**src/hw/rtl/riot_pkg.sv**
```systemverilog
// Shared types and constants for the RIOT timer and ports block.
`timescale 1ns / 1ps
`default_nettype none

package riot_pkg;

  typedef enum logic [2:0] {
    OP_READ      = 3'd0,
    OP_WRITE     = 3'd1,
    OP_CLOCK     = 3'd2,
    OP_PA_REL    = 3'd3,
    OP_JOY_PRESS = 3'd4,
    OP_PB_REL    = 3'd5,
    OP_RST_SW    = 3'd6,
    OP_SEL_SW    = 3'd7
  } op_e;

  localparam logic [3:0] REG_PA_DATA = 4'd0;
  localparam logic [3:0] REG_PA_DIR  = 4'd1;
  localparam logic [3:0] REG_PB      = 4'd2;
  localparam logic [3:0] REG_TIMER   = 4'd3;
  localparam logic [3:0] REG_TIM1    = 4'd4;
  localparam logic [3:0] REG_TIM8    = 4'd5;
  localparam logic [3:0] REG_TIM64   = 4'd6;
  localparam logic [3:0] REG_TIM1024 = 4'd7;

  localparam logic [7:0]  PA_RELEASED = 8'hFF;
  localparam logic [7:0]  PB_RELEASED = 8'b0000_1011;
  localparam logic [7:0]  UNDECODED   = 8'hFF;

  localparam logic [10:0] IVL_STOP = 11'd0;
  localparam logic [10:0] IVL_1    = 11'd1;
  localparam logic [10:0] IVL_8    = 11'd1 << 3;
  localparam logic [10:0] IVL_64   = 11'd1 << 6;
  localparam logic [10:0] IVL_1024 = 11'd1 << 10;

endpackage

`default_nettype wire

```
**src/hw/rtl/riot_timer_and_ports.sv**
```systemverilog
// Top level of the RIOT timer and ports block.
// Usage:
//   Input channel (in_valid_i / in_ready_o) carries one item per transfer: a bus
//   read or write, a clock advance, or a controller line change (joystick press,
//   port releases, reset and select switches).
//   Output channel (out_valid_o / out_ready_i) carries exactly one read_data byte
//   per input item, in order; it is zero for every item other than a read.
// Latency: the result of an item is presented the cycle after its transfer.
// Throughput: one item per cycle. All state (ports, timer, prescaler, pending
//   reload) updates at the input transfer; the result lands in a single output
//   register, and a new item is taken whenever that register is empty or is
//   being drained in the same cycle.
// Stall: while the receiver holds out_ready_i low with a result waiting,
//   in_ready_o drops and the result and all state hold.
// Reset: asynchronous, active low. Ports return to released (A = 0xFF,
//   B = 0x0B), the timer is stopped with nothing pending, the zero flag is
//   clear and the output register is empty.
`timescale 1ns / 1ps
`default_nettype none

module riot_timer_and_ports (
  input  wire logic       clk_i,
  input  wire logic       rst_ni,
  input  wire logic       in_valid_i,
  output logic            in_ready_o,
  input  wire logic [2:0] op_i,
  input  wire logic [3:0] reg_req_i,
  input  wire logic [7:0] value_i,
  input  wire logic [2:0] clocks_i,
  input  wire logic [1:0] direction_i,
  input  wire logic       player0_i,
  output logic            out_valid_o,
  input  wire logic       out_ready_i,
  output logic [7:0]      read_data_o
);
  import riot_pkg::*;

  // architectural state
  logic [7:0]  port_a_q, port_a_d;
  logic [7:0]  port_a_dir_q, port_a_dir_d;
  logic [7:0]  port_b_q, port_b_d;
  logic [7:0]  timer_q, timer_d;
  logic [10:0] ivl_q, ivl_d;
  logic [10:0] ivl_left_q, ivl_left_d;
  logic        zero_flag_q, zero_flag_d;
  logic [7:0]  pend_val_q, pend_val_d;
  logic [10:0] pend_ivl_q, pend_ivl_d;

  // output register
  logic        out_valid_q, out_valid_d;
  logic [7:0]  rdata_q, rdata_d;

  logic        accept;
  logic [2:0]  joy_bit;
  logic [7:0]  rd_byte;
  op_e         op;

  assign op         = op_e'(op_i);
  assign in_ready_o = !out_valid_q || out_ready_i;
  assign accept     = in_valid_i && in_ready_o;
  assign joy_bit    = {player0_i, direction_i};

  // read mux
  always_comb begin
    case (reg_req_i)
      REG_PA_DATA: rd_byte = port_a_q & ~port_a_dir_q;
      REG_PB:      rd_byte = port_b_q;
      REG_TIMER:   rd_byte = timer_q;
      default:     rd_byte = UNDECODED;
    endcase
  end

  // next state of the whole block for the item on the input
  always_comb begin
    port_a_d     = port_a_q;
    port_a_dir_d = port_a_dir_q;
    port_b_d     = port_b_q;
    timer_d      = timer_q;
    ivl_d        = ivl_q;
    ivl_left_d   = ivl_left_q;
    zero_flag_d  = zero_flag_q;
    pend_val_d   = pend_val_q;
    pend_ivl_d   = pend_ivl_q;
    rdata_d      = 8'h00;

    case (op)
      OP_READ: begin
        rdata_d = rd_byte;
        // a timer read clears the zero flag
        if (reg_req_i == REG_TIMER) zero_flag_d = 1'b0;
      end
      OP_WRITE: begin
        case (reg_req_i)
          REG_PA_DIR:  port_a_dir_d = value_i;
          REG_TIM1:    begin pend_val_d = value_i; pend_ivl_d = IVL_1;    end
          REG_TIM8:    begin pend_val_d = value_i; pend_ivl_d = IVL_8;    end
          REG_TIM64:   begin pend_val_d = value_i; pend_ivl_d = IVL_64;   end
          REG_TIM1024: begin pend_val_d = value_i; pend_ivl_d = IVL_1024; end
          default:     ;
        endcase
      end
      OP_CLOCK: begin
        if (ivl_q != IVL_STOP) begin
          if (ivl_q == IVL_1 || zero_flag_q) begin
            // free-running: count down by the clocks, 8-bit wrap
            timer_d = timer_q - {5'd0, clocks_i};
          end else if (ivl_left_q < {8'd0, clocks_i}) begin
            // interval ran out
            if (timer_q == 8'd0) begin
              zero_flag_d = 1'b1;
            end else begin
              timer_d    = timer_q - 8'd1;
              ivl_left_d = ivl_left_q + ivl_q - {8'd0, clocks_i};
            end
          end else begin
            ivl_left_d = ivl_left_q - {8'd0, clocks_i};
          end
        end
        // apply an armed reload after the count; the zero flag stays
        if (pend_ivl_q != IVL_STOP) begin
          timer_d    = pend_val_q;
          ivl_d      = pend_ivl_q;
          ivl_left_d = 11'd0;
          pend_val_d = 8'd0;
          pend_ivl_d = IVL_STOP;
        end
      end
      OP_PA_REL:    port_a_d = PA_RELEASED;
      OP_JOY_PRESS: port_a_d = port_a_q & ~(8'd1 << joy_bit);
      OP_PB_REL:    port_b_d = PB_RELEASED;
      OP_RST_SW:    port_b_d = port_b_q & 8'hFE;
      OP_SEL_SW:    port_b_d = port_b_q & 8'hFD;
      default:      ;
    endcase
  end

  // output register: fill on transfer in, drain on transfer out
  always_comb begin
    out_valid_d = out_valid_q;
    if (accept) begin
      out_valid_d = 1'b1;
    end else if (out_ready_i) begin
      out_valid_d = 1'b0;
    end
  end

  always_ff @(posedge clk_i or negedge rst_ni) begin
    if (!rst_ni) begin
      port_a_q     <= PA_RELEASED;
      port_a_dir_q <= 8'd0;
      port_b_q     <= PB_RELEASED;
      timer_q      <= 8'd0;
      ivl_q        <= IVL_STOP;
      ivl_left_q   <= 11'd0;
      zero_flag_q  <= 1'b0;
      pend_val_q   <= 8'd0;
      pend_ivl_q   <= IVL_STOP;
      out_valid_q  <= 1'b0;
    end else begin
      out_valid_q <= out_valid_d;
      if (accept) begin
        port_a_q     <= port_a_d;
        port_a_dir_q <= port_a_dir_d;
        port_b_q     <= port_b_d;
        timer_q      <= timer_d;
        ivl_q        <= ivl_d;
        ivl_left_q   <= ivl_left_d;
        zero_flag_q  <= zero_flag_d;
        pend_val_q   <= pend_val_d;
        pend_ivl_q   <= pend_ivl_d;
      end
    end
  end

  // payload register, no reset needed
  always_ff @(posedge clk_i) begin
    if (accept) rdata_q <= rdata_d;
  end

  assign out_valid_o = out_valid_q;
  assign read_data_o = rdata_q;

endmodule

`default_nettype wire

```
**config.mk**
```make
export PLATFORM = sky130hd
export DESIGN_NAME = riot_timer_and_ports
export DESIGN_NICKNAME = d
export VERILOG_FILES = /design/src/hw/rtl/riot_pkg.sv /design/src/hw/rtl/riot_timer_and_ports.sv
export SDC_FILE = /design/constraint.sdc
export NUM_CORES = 1
export LEC_CHECK = 0
export BUFFER_PORTS_ARGS = -buffer_cell sky130_fd_sc_hd__buf_2
export CAP_MARGIN = 20
export CORE_MARGIN = 1.5
export CORE_UTILIZATION = 45
export CTS_CLUSTER_DIAMETER = 50
export DETAILED_ROUTE_END_ITERATION = 10
export PLACE_DENSITY = 0.76
export SLEW_MARGIN = 20
export SYNTH_ARGS = -nofsm -noshare
export SYNTH_HDL_FRONTEND = slang
export SYNTH_SLANG_ARGS = --single-unit
```
**constraint.sdc**
```tcl
create_clock -name clk_i -period 2.6 [get_ports clk_i]
set_clock_uncertainty 0.15 [all_clocks]
set_input_delay 0.52 -clock clk_i [delete_from_list [all_inputs] [get_ports clk_i]]
set_output_delay 0.52 -clock clk_i [all_outputs]
set_load 0.03 [all_outputs]
```
Word-level counts from Yosys, hierarchy flattened
Index checks and enable logic that the tools add are counted.
- register bits: 83
- bits of input ports: 25
- output and inout bits: 10
- $add $sub $neg: 5
- magnitude comparators: 1
- eq/ne operators: 26
- shift-type cells: 1
- mux-type cells: 27
- bitwise operators: 6
- reductions and logical operators: 29
- operator list (operator ; count):
    $mux 11 ; 6
    $mux 8 ; 7
    $pmux 8 s3 ; 2
    $pmux 11 s4 ; 1
    $pmux 8 s2 ; 2
    $pmux 11 s2 ; 1
    $reduce_bool 11->1 ; 2
    $sub 11x3->11 ; 2
    $and 8x8->8 ; 2
    $eq 4x3->1 const B ; 4
    $not 8->8 ; 2
    $ne 2x2->1 const B ; 7
    $reduce_bool 2->1 ; 7
    $eq 3x3->1 const B ; 4
    $reduce_and 3->1 ; 4
    $reduce_and 4->1 ; 3
    $add 11x11->11 ; 1
    $eq 11x1->1 const B ; 1
    $lt 11x3->1 ; 1
    $reduce_and 5->1 ; 2
    $eq 4x2->1 const B ; 2
    $logic_not 8->1 ; 1
    $shl 1x3->8 const A ; 1
    $sub 8x1->8 const B ; 1
    19 further kinds ; 29

Logic depth before layout (Yosys ltp)
- depth after elaboration: 7
- mapped depth: 11
- gate-level depth less buffers: 11

Least setup slack after synthesis
Ideal clock, no wire load.
- kind: input to register
- start point: input port clocks_i[0]
- end point: register ivl_left_q[8]
- arrival time: 2573 ps
- setup slack: -227 ps
- cell stages on the path: 9
- buffers on the path: 0
- path through: ha_1 > fa_1 > inv_1 > ha_1 > o31a_1 > o41ai_2 > o21ai_0 > xnor2_1 > o311ai_1
- word-level cells in the longest chain between the ends: 6
- elaborated cells between the ends (all ways): 10
- classes of those cells: add/sub: 2; order compare: 1; eq/ne: 1; mux: 5; reduce/logical: 1
- ends and longest elaborated chain (what ; RTL line ; text):
    start, declared ; riot_timer_and_ports.sv:29 ; input wire logic [2:0] clocks_i,
    $sub 11x3->11 ; riot_timer_and_ports.sv:113 ; ivl_left_d = ivl_left_q + ivl_q - {8'd0, clocks_i};
    $mux 11 ; riot_timer_and_ports.sv:109 ; if (timer_q == 8'd0) begin
    $mux 11 ; riot_timer_and_ports.sv:107 ; end else if (ivl_left_q < {8'd0, clocks_i}) begin
    $mux 11 ; riot_timer_and_ports.sv:104 ; if (ivl_q == IVL_1 || zero_flag_q) begin
    $mux 11 ; riot_timer_and_ports.sv:103 ; if (ivl_q != IVL_STOP) begin
    $mux 11 ; riot_timer_and_ports.sv:120 ; if (pend_ivl_q != IVL_STOP) begin
    end signal, assigned ; riot_timer_and_ports.sv:167 ; ivl_left_q <= ivl_left_d;
    end, declared ; riot_timer_and_ports.sv:44 ; logic [10:0] ivl_left_q, ivl_left_d;
Parallel ways exist; a longest one is shown, timed or not. The select of a mux whose other input is x is not followed.
A chain may end at the register's enable or synchronous reset.

Worst setup path after layout
- start point: register ivl_left_q[0]
- end point: register ivl_left_q[8]
- word-level cells in the longest chain between the ends: 7
- elaborated cells between the ends (all ways): 11
- classes of those cells: add/sub: 3; order compare: 1; eq/ne: 1; mux: 5; reduce/logical: 1
- ends and longest elaborated chain (what ; RTL line):
    $add 11x11->11 ; riot_timer_and_ports.sv:113
    $sub 11x3->11 ; riot_timer_and_ports.sv:113
    $mux 11 ; riot_timer_and_ports.sv:109
    $mux 11 ; riot_timer_and_ports.sv:107
    $mux 11 ; riot_timer_and_ports.sv:104
    $mux 11 ; riot_timer_and_ports.sv:103
    $mux 11 ; riot_timer_and_ports.sv:120
Parallel ways exist; a longest one is shown, timed or not. The select of a mux whose other input is x is not followed.

==> summary.md <==
| Metric | Value |
|---|---|
| Post-route ant nets | 0 |
| Min cycle time layout | 2.71 ns |
| Vias per inst | roughly 5.7 |
| Achievable Freq | about 370 MHz |
| Die area | 0.00976 mm² |
| Max Cap Viol | 0 |
| Synth cell types | just under 70 |
| Pin count of the biggest net entering global routing | 57 |
| Total GRT Usage | 0.213 |
| Routed via count | between 3000 and 4000 |
| FILL cells | approximately 750 |
| Commonest cells post-synth | 52 x nand2_1, 45 x dfrtp_1, 45 x o21ai_0 |
| Area taken by flip-flops and latches | 0.00166 mm² |
| Critical path origin | ivl_left_q[0] |
| Worst hold path class | in2async |
| Footprint of the multi-input gates | 0.00235 mm² |
| Clock tree buffer depth | 2 |
| Failing checks | negative setup slack |
| Worst R2R Start | ivl_left_q[0] |
| Cells after DPL | between 600 and 700 |
| CP Capture Type | flip-flop |
| Ys Warns | 0 |
| Pre-CTS setup slack | -0.458 ns |
| Hold Buf Count CTS | 0 |
| Std cell rows | 34 |
| Main combinational cell family by area after synthesis | compound AO/OA/AOI/OAI gates |
| Compound-Gate Fraction of Synth Area | 0.217 |
| WL per Instance | about 16 µm |
| WS Path Type | reg2reg |
| Layout Nets | 572 |
| GRT overflow | 0 |
| Synth area leader | dfrtp_1 |
| Worst R2R Path Depth | 10 |
| Root buf cell | clkbuf_8 |
| Synth area leaders | dfrtp_1 27%, ha_1 7.3%, dfstp_2 7.0% |
| Starting Density | 0.469 |
| Period Utilization, post-route | 1.04 |
| Synth Area in XOR/XNOR | 0.0255 |
| Diode count | 0 |
| Share of cells above drive strength 1 | 0.263 |
| # H-tree levels | 3 |
| Mapped Area | approximately 0.0041 mm² |
| Total Wirelength | ~10 mm |
| Crit-path cells | inv_2 -> ha_4 -> fa_1 -> inv_1 -> ha_2 -> o31a_1 -> o41ai_4 -> o21ai_1 -> xnor2_1 -> o311ai_1 |
| Die height | between 90 and 100 µm |
| FF+latch count, synth | 64 |
| Crit path max-delay family | compound AO/OA/AOI/OAI gates |
| Status | finished with violations |
| Adder-cell area share of the yosys netlist | 0.0873 |
| Synth Net Count | roughly 500 |
| Gp weighted congestion | between 0.8 and 0.9 |
| TritonCTS clock tree | built |
| Final Setup Violations | 2 |
| Core footprint | 0.00881 mm² |
| DR DRC count | 0 |
| Simple-Gate Fraction of Synth Area | 0.187 |
| Async SR Flop Fraction | 0.875 |
| Leading cell type by number of instances after synthesis | nand2_1 |
| P_leak | 0.00229 µW |
| Worst rel slew slack | 0.521 |
| Slowest cell delay on critical path | roughly 0.50 ns |
| Max FO, Critical Path | 3 |
| Setup ws final | -0.108 ns |
| Crit path DAT | approximately 2.8 ns |
| Clock Latency Late Sink | approximately 0.35 ns |
| Startpoint Class | flip-flop |
| Dominant synthesized flop cell | dfrtp_1 |
| WP depth | 10 |
| Power per Cell Area | ~1000 mW/mm² |
| Clock sink total | between 60 and 70 |
| Global-route wire length before repair | roughly 17 mm |
| Register area share after synthesis | 0.401 |
| Iter 0 DRT Violations | 217 |
| Port buffer count | 34 |
| RSZ-0062 raised after global routing | yes |
| Req. time, crit path | 2.69 ns |
| Top-area cell type share of the netlist area | 0.273 |
| Crit-path slowest cell | fa_1 |
| Mux cell area share after synthesis | 0.0343 |
| Mean post-synth cell area | 9.25 µm² |
| Final Max Tran Viols | 0 |
| Die Wd | 98.8 µm |
| P&R area growth vs syn | 21.0% |
| TritonCTS buffer count | 9 |
| Boundary pin count | 35 |
| Final Hold Slack | about 0.16 ns |
| Final Hold Fails | 0 |
| Initial antenna violation count | 0 |
| Worst-Margin Slew | just over 0.7 ns |
| Clock transition at path regs | about 0.07 ns |
| Final cell count without fillers | 633 |
| Iteration count of the initial detailed-routing pass | 5 |
| Number of synthesized flops with an enable pin | 8 |
| Vias in the first global route | around 3500 |
| Worst VDD drop | between 0.0006 and 0.0007 V |
| Dpl hpwl | about 7.4 mm |
| Post-synthesis cell count | approximately 450 |
| Buf/Inv on CP | 2 |
## sequential cells by signal, indices dropped and copies added, names as in the netlist
name and count:
timer_q 8, port_a_dir_q 8, pend_ivl_q 4, zero_flag_q 1, port_b_q 3, pend_val_q 8, read_data_o 8, port_a_q 8
ivl_q 4, out_valid_o 1, ivl_left_q 11
## power breakdown
group	internal (µW)	total [µW]	switching [µW]	leakage (µW)
clock network	625	1020	398	0.000122
registers	1240	1420	174	0.000787
logic	1270	2740	1470	0.00138
total	3140	5180	2040	0.00229
## path summary, 6_finish.rpt
path	to	slack (ns)
setup reg to reg	ivl_left_q[8]	-0.11
max in group asynchronous	ivl_q[6]	1.67
hold / removal	pend_val_q[6]	0.16
hold reg to reg	port_a_q[4]	0.33
setup / recovery	ivl_left_q[8]	-0.11
min in group clk_i	pend_val_q[7]	0.25
## kinds of logic (layout without fill, tap and decap cells)
group                      after synthesis  after routing
and+or+nand+nor                        151            151
AOI/OAI and AO/OA                      133            134
DFF                                     64             64
buffers and inverters                   46            124
adders and majority gates               27             27
muxes                                   13             13
xor gates and xnor gates                12             12
## placed cells by master (no fill, tap or decap), types with 10 or more instances in the layout
master and n:
a21oi_1 24, a22o_1 10, buf_2 34, buf_4 44, clkbuf_8 10, dfrtp_1 45
dfstp_2 11, ha_1 22, inv_1 29, nand2_1 52, nand2b_1 10, nand3_1 17
nor2_1 24, nor2b_1 11, o21ai_0 43
## through the flow
step | setup TNS, ns | area, µm² | power [µW] | util
2_1_floorplan | -0.135 | 4150 | 3150 | -
3_5_place_dp | -2.97 | 4670 | 4000 | 0.531
5_1_grt | -0.488 | 4990 | 5540 | 0.567
4_1_cts | -0.149 | 4940 | 5090 | 0.561
6_report | -0.176 | 4990 | 5180 | 0.567
3_3_place_gp | -2.10 | 4670 | 3920 | 0.531
## metal layers
layer / GRT usage / share of wire / up-vias
met5: 0 / 0 / -
met4: 0.0769 / 0.018 / 0
met3: 0.0376 / 0.038 / 16
met2: 0.367 / 0.50 / 93
met1: 0.270 / 0.44 / 1762
li1: - / - / 1764
## final cells by class
class | instances | area share
tap | 108 | 0.0271
multi-input combinational | 337 | 0.471
timing repair buffer | 78 | 0.100
sequential | 64 | 0.331
clock buffer | 12 | 0.0333
inverter | 30 | 0.0226
clock inverter | 4 | 0.0148
## what timing repair did
action	in CTS	in global routing
pin swaps	2	6
endpoints found under the setup margin	4	12
resized for setup	6	3
hold endpoints to repair	0	0
buffers inserted	1	3
gates cloned	0	1
Power figures use the tool's default switching activity.
